===== src/rtl/line_rasterizer_defines.svh =====
// Assertion macros for the line rasterizer RTL.
`ifndef LINE_RASTERIZER_DEFINES_SVH
`define LINE_RASTERIZER_DEFINES_SVH

`ifndef NO_ASSERTIONS
`define LR_ASSERT(lbl, prop, msg) \
    lbl: assert property (@(posedge clk) disable iff (!rst_n) prop) else $error(msg);
`define LR_ASSERT_NEVER(lbl, cond, msg) \
    `LR_ASSERT(lbl, !(cond), msg)
`else
`define LR_ASSERT(lbl, prop, msg)
`define LR_ASSERT_NEVER(lbl, cond, msg)
`endif

`endif


===== src/rtl/lr_pkg.sv =====
// Types and constants shared by the line rasterizer modules.
`default_nettype none

package lr_pkg;

    localparam int COLOR_BITS = 24;

    typedef enum logic
    {
        OP_LOAD = 1'b0,
        OP_STEP = 1'b1
    } lr_op_t;

    typedef struct packed
    {
        logic busy;
        logic minor_down;
        logic steep;
    } lr_flags_t;

endpackage

`default_nettype wire


===== src/rtl/lr_step.sv =====
// Next-state and pixel logic of the Bresenham rasterizer for one item.
`default_nettype none

module lr_step
    import lr_pkg::*;
#(
    parameter int COORD_BITS = 12
)
(
    input  lr_op_t                         op,
    input  logic [COORD_BITS-1:0]          x_start,
    input  logic [COORD_BITS-1:0]          y_start,
    input  logic [COORD_BITS-1:0]          x_end,
    input  logic [COORD_BITS-1:0]          y_end,
    input  logic [COORD_BITS-1:0]          cur_x,
    input  logic [COORD_BITS-1:0]          cur_y,
    input  logic [COORD_BITS-1:0]          major_stop,
    input  logic signed [COORD_BITS+2:0]   err_term,
    input  logic [COORD_BITS-1:0]          delta_major,
    input  logic [COORD_BITS-1:0]          delta_minor,
    input  lr_flags_t                      flags,
    output logic [COORD_BITS-1:0]          cur_x_next,
    output logic [COORD_BITS-1:0]          cur_y_next,
    output logic [COORD_BITS-1:0]          major_stop_next,
    output logic signed [COORD_BITS+2:0]   err_term_next,
    output logic [COORD_BITS-1:0]          delta_major_next,
    output logic [COORD_BITS-1:0]          delta_minor_next,
    output lr_flags_t                      flags_next,
    output logic                           emit,
    output logic                           last
);

    localparam int CW = COORD_BITS;
    localparam int EW = COORD_BITS + 3;

    logic [CW-1:0]        adx;
    logic [CW-1:0]        ady;
    logic                 ld_steep;
    logic [CW-1:0]        mj0;
    logic [CW-1:0]        mj1;
    logic [CW-1:0]        mn0;
    logic [CW-1:0]        mn1;
    logic [CW-1:0]        a_mj0;
    logic [CW-1:0]        a_mj1;
    logic [CW-1:0]        a_mn0;
    logic [CW-1:0]        a_mn1;
    logic                 ld_down;
    logic [CW-1:0]        ld_dmaj;
    logic [CW-1:0]        ld_dmin;
    logic signed [EW-1:0] ld_err;
    logic [CW-1:0]        st_mj;
    logic [CW-1:0]        st_mn;
    logic [CW-1:0]        st_mj_nx;
    logic [CW-1:0]        st_mn_nx;
    logic signed [EW-1:0] twice_dmin;
    logic signed [EW-1:0] twice_dmaj;
    logic signed [EW-1:0] st_err;
    logic                 st_last;

    // Load path: order the endpoints so the major coordinate ascends.
    always_comb
    begin
        adx      = (x_end >= x_start) ? x_end - x_start : x_start - x_end;
        ady      = (y_end >= y_start) ? y_end - y_start : y_start - y_end;
        ld_steep = (ady >= adx);
        mj0      = ld_steep ? y_start : x_start;
        mj1      = ld_steep ? y_end   : x_end;
        mn0      = ld_steep ? x_start : y_start;
        mn1      = ld_steep ? x_end   : y_end;
        if (mj1 < mj0)
        begin
            a_mj0 = mj1;
            a_mj1 = mj0;
            a_mn0 = mn1;
            a_mn1 = mn0;
        end
        else
        begin
            a_mj0 = mj0;
            a_mj1 = mj1;
            a_mn0 = mn0;
            a_mn1 = mn1;
        end
        ld_dmaj = a_mj1 - a_mj0;
        ld_down = (a_mn1 < a_mn0);
        ld_dmin = ld_down ? a_mn0 - a_mn1 : a_mn1 - a_mn0;
        ld_err  = $signed({2'b00, ld_dmin, 1'b0}) - $signed({3'b000, ld_dmaj});
    end

    // Step path: one pixel along the major axis.
    always_comb
    begin
        st_mj      = flags.steep ? cur_y : cur_x;
        st_mn      = flags.steep ? cur_x : cur_y;
        twice_dmin = $signed({2'b00, delta_minor, 1'b0});
        twice_dmaj = $signed({2'b00, delta_major, 1'b0});
        if (err_term > $signed({EW{1'b0}}))
        begin
            st_mn_nx = flags.minor_down ? st_mn - 1'b1 : st_mn + 1'b1;
            st_err   = err_term + (twice_dmin - twice_dmaj);
        end
        else
        begin
            st_mn_nx = st_mn;
            st_err   = err_term + twice_dmin;
        end
        st_mj_nx = st_mj + 1'b1;
        st_last  = (st_mj_nx == major_stop);
    end

    always_comb
    begin
        cur_x_next       = cur_x;
        cur_y_next       = cur_y;
        major_stop_next  = major_stop;
        err_term_next    = err_term;
        delta_major_next = delta_major;
        delta_minor_next = delta_minor;
        flags_next       = flags;
        emit             = 1'b0;
        last             = 1'b0;
        case (op)
            OP_LOAD:
            begin
                cur_x_next            = ld_steep ? a_mn0 : a_mj0;
                cur_y_next            = ld_steep ? a_mj0 : a_mn0;
                major_stop_next       = a_mj1;
                err_term_next         = ld_err;
                delta_major_next      = ld_dmaj;
                delta_minor_next      = ld_dmin;
                last                  = (ld_dmaj == '0);
                flags_next.busy       = (ld_dmaj != '0);
                flags_next.minor_down = ld_down;
                flags_next.steep      = ld_steep;
                emit                  = 1'b1;
            end
            OP_STEP:
            begin
                if (flags.busy)
                begin
                    cur_x_next      = flags.steep ? st_mn_nx : st_mj_nx;
                    cur_y_next      = flags.steep ? st_mj_nx : st_mn_nx;
                    err_term_next   = st_err;
                    flags_next.busy = !st_last;
                    last            = st_last;
                    emit            = 1'b1;
                end
            end
            default:
            begin
                emit = 1'b0;
            end
        endcase
    end

endmodule

`default_nettype wire


===== src/rtl/line_rasterizer.sv =====
// Bresenham line rasterizer: loads a line and emits one pixel per item while a line is open.
//
// Input channel s_axis: tuser selects the operation. A load item carries both
// endpoints and the colour, and yields the line's first pixel. A step item
// yields the next pixel of the current line, or nothing when no line is open.
// A load while a line is open abandons it.
// Output channel m_axis: at most one pixel per item, tlast high on the final pixel.
// An accepted item lands in the input register; once the result register is
// free or being taken, the pixel and the new line state are computed from it
// and loaded into the result register, which then presents the pixel.
// Throughput is one item per cycle unless m_axis stalls: the line state is one
// add and one compare away from the next pixel, so steps follow each other with no gap.
// When m_axis stalls, the pending pixel holds in the result register and the
// input register still takes one more item; s_axis_tready then falls until
// the receiver takes the pixel.
// Reset empties both registers and closes any open line.
`default_nettype none
`include "line_rasterizer_defines.svh"

module line_rasterizer
    import lr_pkg::*;
#(
    parameter int COORD_BITS = 12
)
(
    input  logic                  clk,
    input  logic                  rst_n,
    input  logic                  s_axis_tvalid,
    output logic                  s_axis_tready,
    // x_start, y_start, x_end, y_end, line_color from bit 0 up, zero padded
    input  logic [((4*COORD_BITS+COLOR_BITS+7)/8)*8-1:0] s_axis_tdata,
    // opcode
    input  logic                  s_axis_tuser,
    output logic                  m_axis_tvalid,
    input  logic                  m_axis_tready,
    // pixel_x, pixel_y, pixel_color from bit 0 up, zero padded
    output logic [((2*COORD_BITS+COLOR_BITS+7)/8)*8-1:0] m_axis_tdata,
    output logic                  m_axis_tlast
);

    localparam int CW      = COORD_BITS;
    localparam int EW      = COORD_BITS + 3;
    localparam int IN_BITS = 4 * COORD_BITS + COLOR_BITS;

    logic                 in_vld_reg;
    lr_op_t               in_op_reg;
    logic [IN_BITS-1:0]   in_data_reg;
    logic                 advance;

    logic [CW-1:0]        cur_x_reg;
    logic [CW-1:0]        cur_y_reg;
    logic [CW-1:0]        major_stop_reg;
    logic signed [EW-1:0] err_term_reg;
    logic [CW-1:0]        delta_major_reg;
    logic [CW-1:0]        delta_minor_reg;
    logic [COLOR_BITS-1:0] held_color_reg;
    lr_flags_t            flags_reg;

    logic [CW-1:0]        cur_x_next;
    logic [CW-1:0]        cur_y_next;
    logic [CW-1:0]        major_stop_next;
    logic signed [EW-1:0] err_term_next;
    logic [CW-1:0]        delta_major_next;
    logic [CW-1:0]        delta_minor_next;
    logic [COLOR_BITS-1:0] held_color_next;
    lr_flags_t            flags_next;
    logic                 emit;
    logic                 pix_last;

    logic                 out_vld_reg;
    logic [CW-1:0]        pix_x_reg;
    logic [CW-1:0]        pix_y_reg;
    logic [COLOR_BITS-1:0] pix_color_reg;
    logic                 pix_last_reg;

    assign advance       = in_vld_reg && (!out_vld_reg || m_axis_tready);
    assign s_axis_tready = !in_vld_reg || advance;

    always_ff @(posedge clk or negedge rst_n)
    begin
        if (!rst_n)
        begin
            in_vld_reg <= 1'b0;
        end
        else if (s_axis_tready)
        begin
            in_vld_reg <= s_axis_tvalid;
        end
    end

    always_ff @(posedge clk)
    begin
        if (s_axis_tready && s_axis_tvalid)
        begin
            in_op_reg   <= lr_op_t'(s_axis_tuser);
            in_data_reg <= s_axis_tdata[IN_BITS-1:0];
        end
    end

    lr_step #(
        .COORD_BITS (COORD_BITS)
    ) u_step (
        .op               (in_op_reg),
        .x_start          (in_data_reg[CW-1:0]),
        .y_start          (in_data_reg[2*CW-1:CW]),
        .x_end            (in_data_reg[3*CW-1:2*CW]),
        .y_end            (in_data_reg[4*CW-1:3*CW]),
        .cur_x            (cur_x_reg),
        .cur_y            (cur_y_reg),
        .major_stop       (major_stop_reg),
        .err_term         (err_term_reg),
        .delta_major      (delta_major_reg),
        .delta_minor      (delta_minor_reg),
        .flags            (flags_reg),
        .cur_x_next       (cur_x_next),
        .cur_y_next       (cur_y_next),
        .major_stop_next  (major_stop_next),
        .err_term_next    (err_term_next),
        .delta_major_next (delta_major_next),
        .delta_minor_next (delta_minor_next),
        .flags_next       (flags_next),
        .emit             (emit),
        .last             (pix_last)
    );

    assign held_color_next = (in_op_reg == OP_LOAD) ? in_data_reg[IN_BITS-1:4*CW]
                                                    : held_color_reg;

    always_ff @(posedge clk or negedge rst_n)
    begin
        if (!rst_n)
        begin
            flags_reg   <= '0;
            out_vld_reg <= 1'b0;
        end
        else
        begin
            if (advance)
            begin
                flags_reg   <= flags_next;
                out_vld_reg <= emit;
            end
            else if (m_axis_tready)
            begin
                out_vld_reg <= 1'b0;
            end
        end
    end

    // Line state is only read while the line is open, so it needs no reset.
    always_ff @(posedge clk)
    begin
        if (advance)
        begin
            cur_x_reg       <= cur_x_next;
            cur_y_reg       <= cur_y_next;
            major_stop_reg  <= major_stop_next;
            err_term_reg    <= err_term_next;
            delta_major_reg <= delta_major_next;
            delta_minor_reg <= delta_minor_next;
            held_color_reg  <= held_color_next;
        end
        if (advance && emit)
        begin
            pix_x_reg     <= cur_x_next;
            pix_y_reg     <= cur_y_next;
            pix_color_reg <= held_color_next;
            pix_last_reg  <= pix_last;
        end
    end

    always_comb
    begin
        m_axis_tdata                              = '0;
        m_axis_tdata[CW-1:0]                      = pix_x_reg;
        m_axis_tdata[2*CW-1:CW]                   = pix_y_reg;
        m_axis_tdata[2*CW+COLOR_BITS-1:2*CW]      = pix_color_reg;
    end

    assign m_axis_tvalid = out_vld_reg;
    assign m_axis_tlast  = pix_last_reg;

    `LR_ASSERT_NEVER(a_ready_when_full, in_vld_reg && out_vld_reg && !m_axis_tready && s_axis_tready, "input taken while both registers are held")
    `LR_ASSERT(a_last_closes_line, advance && emit && pix_last |=> !flags_reg.busy, "line still open after its last pixel")
    `LR_ASSERT_NEVER(a_open_at_stop, flags_reg.busy && ((flags_reg.steep ? cur_y_reg : cur_x_reg) == major_stop_reg), "open line already at its final major coordinate")
    `LR_ASSERT(a_steep_step, advance && in_op_reg == OP_STEP && flags_reg.busy && flags_reg.steep |=> cur_y_reg == $past(cur_y_reg) + 1'b1, "steep step did not advance the row by one")

endmodule

`default_nettype wire

===== config.mk =====
export PLATFORM = sky130hd
export DESIGN_NAME = line_rasterizer
export DESIGN_NICKNAME = d
export VERILOG_FILES = /design/src/rtl/lr_pkg.sv /design/src/rtl/lr_step.sv /design/src/rtl/line_rasterizer.sv
export VERILOG_INCLUDE_DIRS = /design/src /design/src/rtl
export SDC_FILE = /design/constraint.sdc
export NUM_CORES = 1
export LEC_CHECK = 0
export BUFFER_PORTS_ARGS = -buffer_cell sky130_fd_sc_hd__buf_2
export CAP_MARGIN = 5
export CORE_ASPECT_RATIO = 0.6
export CORE_MARGIN = 1.5
export CORE_UTILIZATION = 50
export DETAILED_ROUTE_END_ITERATION = 12
export PLACE_DENSITY = 0.68
export SLEW_MARGIN = 20
export SYNTH_ARGS = -nofsm -noshare
export SYNTH_HDL_FRONTEND = slang
export SYNTH_SLANG_ARGS = --single-unit

===== constraint.sdc =====
create_clock -name clk -period 14.3 [get_ports clk]
set_input_delay 2.145 -clock clk [delete_from_list [all_inputs] [get_ports clk]]
set_output_delay 2.145 -clock clk [all_outputs]
set_load 0.02 [all_outputs]

Word-level counts from Yosys, hierarchy flattened
Cells that the tools add are included. Widths: inputs -> output; s select.

Output and inout bits: 51. Word-level logic and storage cells: 89. Register bits after elaboration: 226.

Reduce and logical (&&, ||, !) cells: 13. Multiplexer cells: 35. Equal/unequal tests: 2. Magnitude comparators: 6. Bitwise gates (word level): 1. Add/sub/neg operators: 14.

Operators with widths (count): $mux 12 (21); $sub 12x12->12 (7); $pmux 12 s2 (2); $ge 12x12->1 (3); $mux 15 (2); $pmux 15 s2 (1); $add 12x1->12 const B (2); $lt 12x12->1 (2); $mux 24 (1); $add 15x14->15 (1); $add 15x15->15 (1); $gt 15x1->1 const B (1); $sub 13x12->14 (1); $sub 13x13->14 (1); $eq 12x12->1 (1); $logic_not 12->1 (1); $reduce_bool 12->1 (1); $sub 12x1->12 const B (1); $pmux 1 s2 (3); $mux 1 (5); $reduce_and 2->1 (2); $logic_and 1x1->1 (3); $logic_not 1->1 (3); $logic_or 1x1->1 (2); 3 further kinds (3).

Logic depth before layout (Yosys ltp)
Depth after elaboration: 10. Mapped depth: 67. Mapped depth without buffers: 59.

By module
From an unflattened synthesis, not the netlist that was laid out.

Cells, all modules: 1782. Area total of the unflattened synthesis: 17495.5 um^2.

By module, submodules not included: lr_step (area an instance 10251.1 um^2, times used 1, cells each 1517); line_rasterizer (area an instance 7244.4 um^2, times used 1, cells each 265).

Least setup slack after synthesis
OpenSTA, ideal clock, no wires.

Kind: register to register. From: register in_data_reg[36]. To: register err_term_reg[12] (data pin). Data required time: 14.031 ns. Stages on the path, launching flop included: 65. Setup slack: 1.761 ns. Arrival time: 12.270 ns. Cells stage by stage: edfxtp_1 inv_1 ha_1 inv_1 fa_1 a21o_1 a21o_1 a21oi_1 o21ai_0 a2111oi_0 o21ai_1 mux2_2 o31ai_1 a21boi_0 o21a_1 o21ai_0 nand3_1 xor2_1 [29 not listed] and3b_1 buf_2 buf_1 mux2i_1 ha_1 nor2b_1 o21ai_0 a21boi_0 o21ai_0 a21boi_0 o21ai_0 nand2b_1 a21oi_1 o21bai_1 a21o_1 a21oi_1 xnor2_1 mux2i_1.

Word-level cells in the longest chain between the ends: 10. Elaborated cells between the ends (all ways): 21. Those cells by class: add/sub (6); order compare (4); mux (11).

Ends and longest elaborated chain: start, declared (RTL line line_rasterizer.sv:47) `logic [IN_BITS-1:0] in_data_reg;`; start signal, assigned (RTL line line_rasterizer.sv:96) `in_data_reg <= s_axis_tdata[IN_BITS-1:0];`; $sub 12x12->12 / $ge 12x12->1 (equally long branches) (RTL line lr_step.sv:64) `ady = (y_end >= y_start) ? y_end - y_start : y_start - y_end;`; $mux 12 (RTL line lr_step.sv:64); $ge 12x12->1 (RTL line lr_step.sv:65) `ld_steep = (ady >= adx);`; $mux 12, on equally long branches (RTL line lr_step.sv:67, lr_step.sv:66); $lt 12x12->1 (RTL line lr_step.sv:70) `if (mj1 < mj0)`; $mux 12 (RTL line lr_step.sv:70); $sub 12x12->12 / $lt 12x12->1 (equally long branches) (RTL line lr_step.sv:86, lr_step.sv:85); $mux 12 (*) (RTL line lr_step.sv:86) `ld_dmin = ld_down ? a_mn0 - a_mn1 : a_mn1 - a_mn0;`; net u_step.ld_dmin[1] (RTL line lr_step.sv:49) `logic [CW-1:0] ld_dmin;`; $sub 13x12->14 (*) (RTL line lr_step.sv:87) `ld_err = $signed({2'b00, ld_dmin, 1'b0}) - $signed({3'b000, ld_dmaj});`; $pmux 15 s2 (*) (RTL line lr_step.sv:122) `case (op)`; net err_term_next[12] (RTL line line_rasterizer.sv:62) `logic signed [EW-1:0] err_term_next;`; end signal, assigned (RTL line line_rasterizer.sv:158) `err_term_reg <= err_term_next;`; end, declared (RTL line line_rasterizer.sv:53) `logic signed [EW-1:0] err_term_reg;`.

The timed path passes the listed nets; every way through them passes the cells marked *. A chain may end at the register's enable or synchronous reset.

Worst setup path in the final report
From: register in_data_reg[36]. To: register err_term_reg[11] (data pin).

Word-level cells in the longest chain between the ends: 10. Elaborated cells between the ends (all ways): 21. Those cells by class: add/sub (6); order compare (4); mux (11).

Ends and longest elaborated chain (RTL line): $sub 12x12->12 / $ge 12x12->1 (equally long branches) (lr_step.sv:64); $mux 12 (lr_step.sv:64); $ge 12x12->1 (lr_step.sv:65); $mux 12, on equally long branches (lr_step.sv:67, lr_step.sv:66); $lt 12x12->1 (lr_step.sv:70); $mux 12 (lr_step.sv:70); $sub 12x12->12 / $lt 12x12->1 (equally long branches) (lr_step.sv:86, lr_step.sv:85); $mux 12 (lr_step.sv:86); $sub 13x12->14 (*) (lr_step.sv:87); $pmux 15 s2 (*) (lr_step.sv:122); net err_term_next[11] (line_rasterizer.sv:62).

Marked as above.

==> flow_summary.toml <==
[floorplanning]
rows = 51
die_y_um = 143.6
die-area_um2 = 34070
fp.dieW_um = 237.3
fp.coreArea_um2 = 32420
io_pins = 128
start_util_pct = 50.81

[critical_path]
end_kind = "flip-flop"
worstSetupStartpoint = "in_data_reg[36]$_DFFE_PP_"
worst-r2r-cell-count = 57
crit_path_start_kind = "flip-flop"
arrival_ns = 13.71
rr_endpoint = "err_term_reg[11]$_DFFE_PP_"
cpPeakStageDelay_ns = 0.49
cp_max_fo = 33
regToRegSetupSlack_ns = 0.87
crit_required_ns = 14.58
r2r-start = "in_data_reg[36]$_DFFE_PP_"
crit_type = "flip-flop to flip-flop"
crit_slowest_cell = "edfxtp_1"
worstSetupEndpoint = "err_term_reg[11]$_DFFE_PP_"
path_common_cell = "a21oi_1"

[cells_and_area]
multiInputGateArea_um2 = 8965
largest_register_ffs = 72
fill_cells = 2853
diodes = 0
area_delta_synth_final_pct = 12.25
seqCellArea_um2 = 6763
post_route_cells_drive_above_1_share_pct = 14.90
layout.nets = 2035

[run_status]
status = "finished clean"

[placed_design]
post-dp-hpwl_um = 35940
port_buffers = 127
gp_congestion = 0.9653
place_ws_ns = -0.1515

[timing]
rsz0062_at_grt = "false"
post-route-period-util_pct = 93.90
max_freq_ghz = 0.07447
drv_slew = 0
finalSetupViolations = 0
hold_viol = 0
worst_pin_slew_ns = 1.013
fin_ws_ns = 0.8716
min_period_ns = 13.43
fin_worst_skew_ns = 0.03004
slew_headroom_pct = 32.50
tns_ns = 0
hold_ws_ns = 0.5642

[drt]
drt-total-wl_um = 46620
drc = 0
first_pass_iters = 6
vias = 13509
wl_per_cell_um = 20.72
drtIter0Drc = 1624
antenna_left = 0
viasPerCell = 6.004

[clock_tree]
tritoncts = "done"
cts_root_buf = "clkbuf_16"
clock-sinks = 226
cts-buffers-inserted = 23
worstSkewPairLatency_ns = 0.55
clk_pin_slew_ns = 0.06
clk_path_buf_depth = 3
htreeDepth = 1
hold_buffers = 0

[logic_synthesis]
synth_edf_count = 221
yosysUniqueCellTypes = 83
synth_top_area_cell = "edfxtp_1"
netlist.area_leader.share_pct = 40.29
synthArstFlopShare_pct = 2.212
syn_area_per_cell_um2 = 9.751
ys_seq_area_share_pct = 41.05
ys_top_cells_by_area = "edfxtp_1, ha_1, a21oi_1"
netlist_instances = 1689
yosysWarnings = 0
synth_nets = 1915
ys_seq_elements = 226
synthFlopType = "edfxtp_1"
synth_area_um2 = 16470

[grt]
grt_pass1_vias = 12540
antenna_found_initial = 1
grtUsageTotal_pct = 26.96
grt_first_pass_wirelength_um = 70880
grt-ovfl-total = 0
grt_max_degree = 76

[flow_run]
cap_violations = 0

[min_path]
worstHoldPathType = "flip-flop to flip-flop"
hold_path.startpoint = "held_color_reg[9]$_DFFE_PP_"
[placed cells by master (no fill, tap or decap), drive strengths merged, types with 6 or more instances in the layout]
cell type	n
edfxtp	221
a21oi	161
buf	156
inv	149
nand2	143
ha	139
nor2	130
o21ai	118
xnor2	70
mux2i	57
mux2	43
nor2b	30
xor2	30
nand3	28
a21o	26
nor3	23
clkbuf	23
o21bai	23
o21a	22
nand2b	20
nand4	13
clkinv	13
a31oi	12
o211ai	10
fa	10
a21boi	10
a221oi	9
nor4	8
or3	8
o2111ai	7
a32oi	7
o221ai	6
o31ai	6
and2	6
a22o	6
a2111oi	6
[synth_stat cells, drive strengths merged, types with 23 or more instances]
cell / instances
mux2: 43
a21oi: 159
a21o: 26
nor3: 23
nor2: 130
nand3: 28
o21ai: 118
nor2b: 30
ha: 139
inv: 148
mux2i: 57
nand2: 143
edfxtp: 221
xnor2: 70
clkbuf: 49
o21bai: 23
xor2: 30
[final cells by class]
cell class                 instances  share of cell area (%)
multi-input combinational       1253                   48.49
clock buffer                      23                   3.113
clock inverter                    19                   1.124
tap                              424                   2.870
inverter                         149                   3.025
timing repair buffer             156                   4.792
sequential                       226                   36.58
[how the worst min path moves through the flow]
stage,end,cells after the start
after floorplan,held_color_reg[10]$_DFFE_PP_,1
after global placement,pix_color_reg[14]$_DFFE_PP_,1
after detailed placement,pix_color_reg[2]$_DFFE_PP_,1
after CTS,held_color_reg[2]$_DFFE_PP_,1
after global routing,held_color_reg[13]$_DFFE_PP_,1
final,pix_color_reg[9]$_DFFE_PP_,1
[per-stage QoR]
stage | std cells | area, µm² | util [%]
floorplan | 1689 | 16470 | -
global placement | 2199 | 17590 | 54.25
detailed placement | 2199 | 17590 | 54.25
CTS | 2242 | 18380 | 56.70
global route | 2250 | 18490 | 57.03
finish | 2250 | 18490 | 57.03
[what timing repair did]
action,4_1_cts,5_1_grt
gates resized for setup,1,7
pin swaps,0,1
endpoints found under the setup margin,5,10
cloned,1,1
setup buffers,0,6
[cell families (layout without fill, tap and decap cells)]
| group | Yosys count | in the layout | synth area share [%] |
|---|---|---|---|
| flops | 226 | 226 | 41.05 |
| compound gates | 469 | 471 | 18.18 |
| simple gates | 432 | 432 | 12.16 |
| mux | 100 | 100 | 6.503 |
| fa+ha+maj | 150 | 150 | 11.84 |
| buf+inv | 212 | 347 | 4.900 |
| xor+xnor | 100 | 100 | 5.364 |
[critical path, delay by kind of cell (launching register included)]
| family | cells | cell delay (ns) |
|---|---|---|
| AO/OA/AOI/OAI | 28 | 6.15 |
| buffers and inverters | 7 | 1.41 |
| flip-flops | 1 | 0.49 |
| adder cells (fa/ha/maj) | 6 | 1.92 |
| XOR/XNOR | 3 | 0.60 |
| multiplexers | 3 | 1.06 |
| AND/OR/NAND/NOR | 10 | 1.53 |
[per-layer routing]
metal | GRT usage (%) | part of all wire [%] | vias up
li1 | - | - | 6377
met1 | 40.58 | 47 | 6436
met2 | 38.88 | 41 | 615
met3 | 5.474 | 9.2 | 81
met4 | 7.576 | 2.7 | 0
met5 | 0 | 0 | -
Power is left out: the tool's default activity adds up to more than one toggle a clock period on the data nets, which glitch-free logic cannot reach.
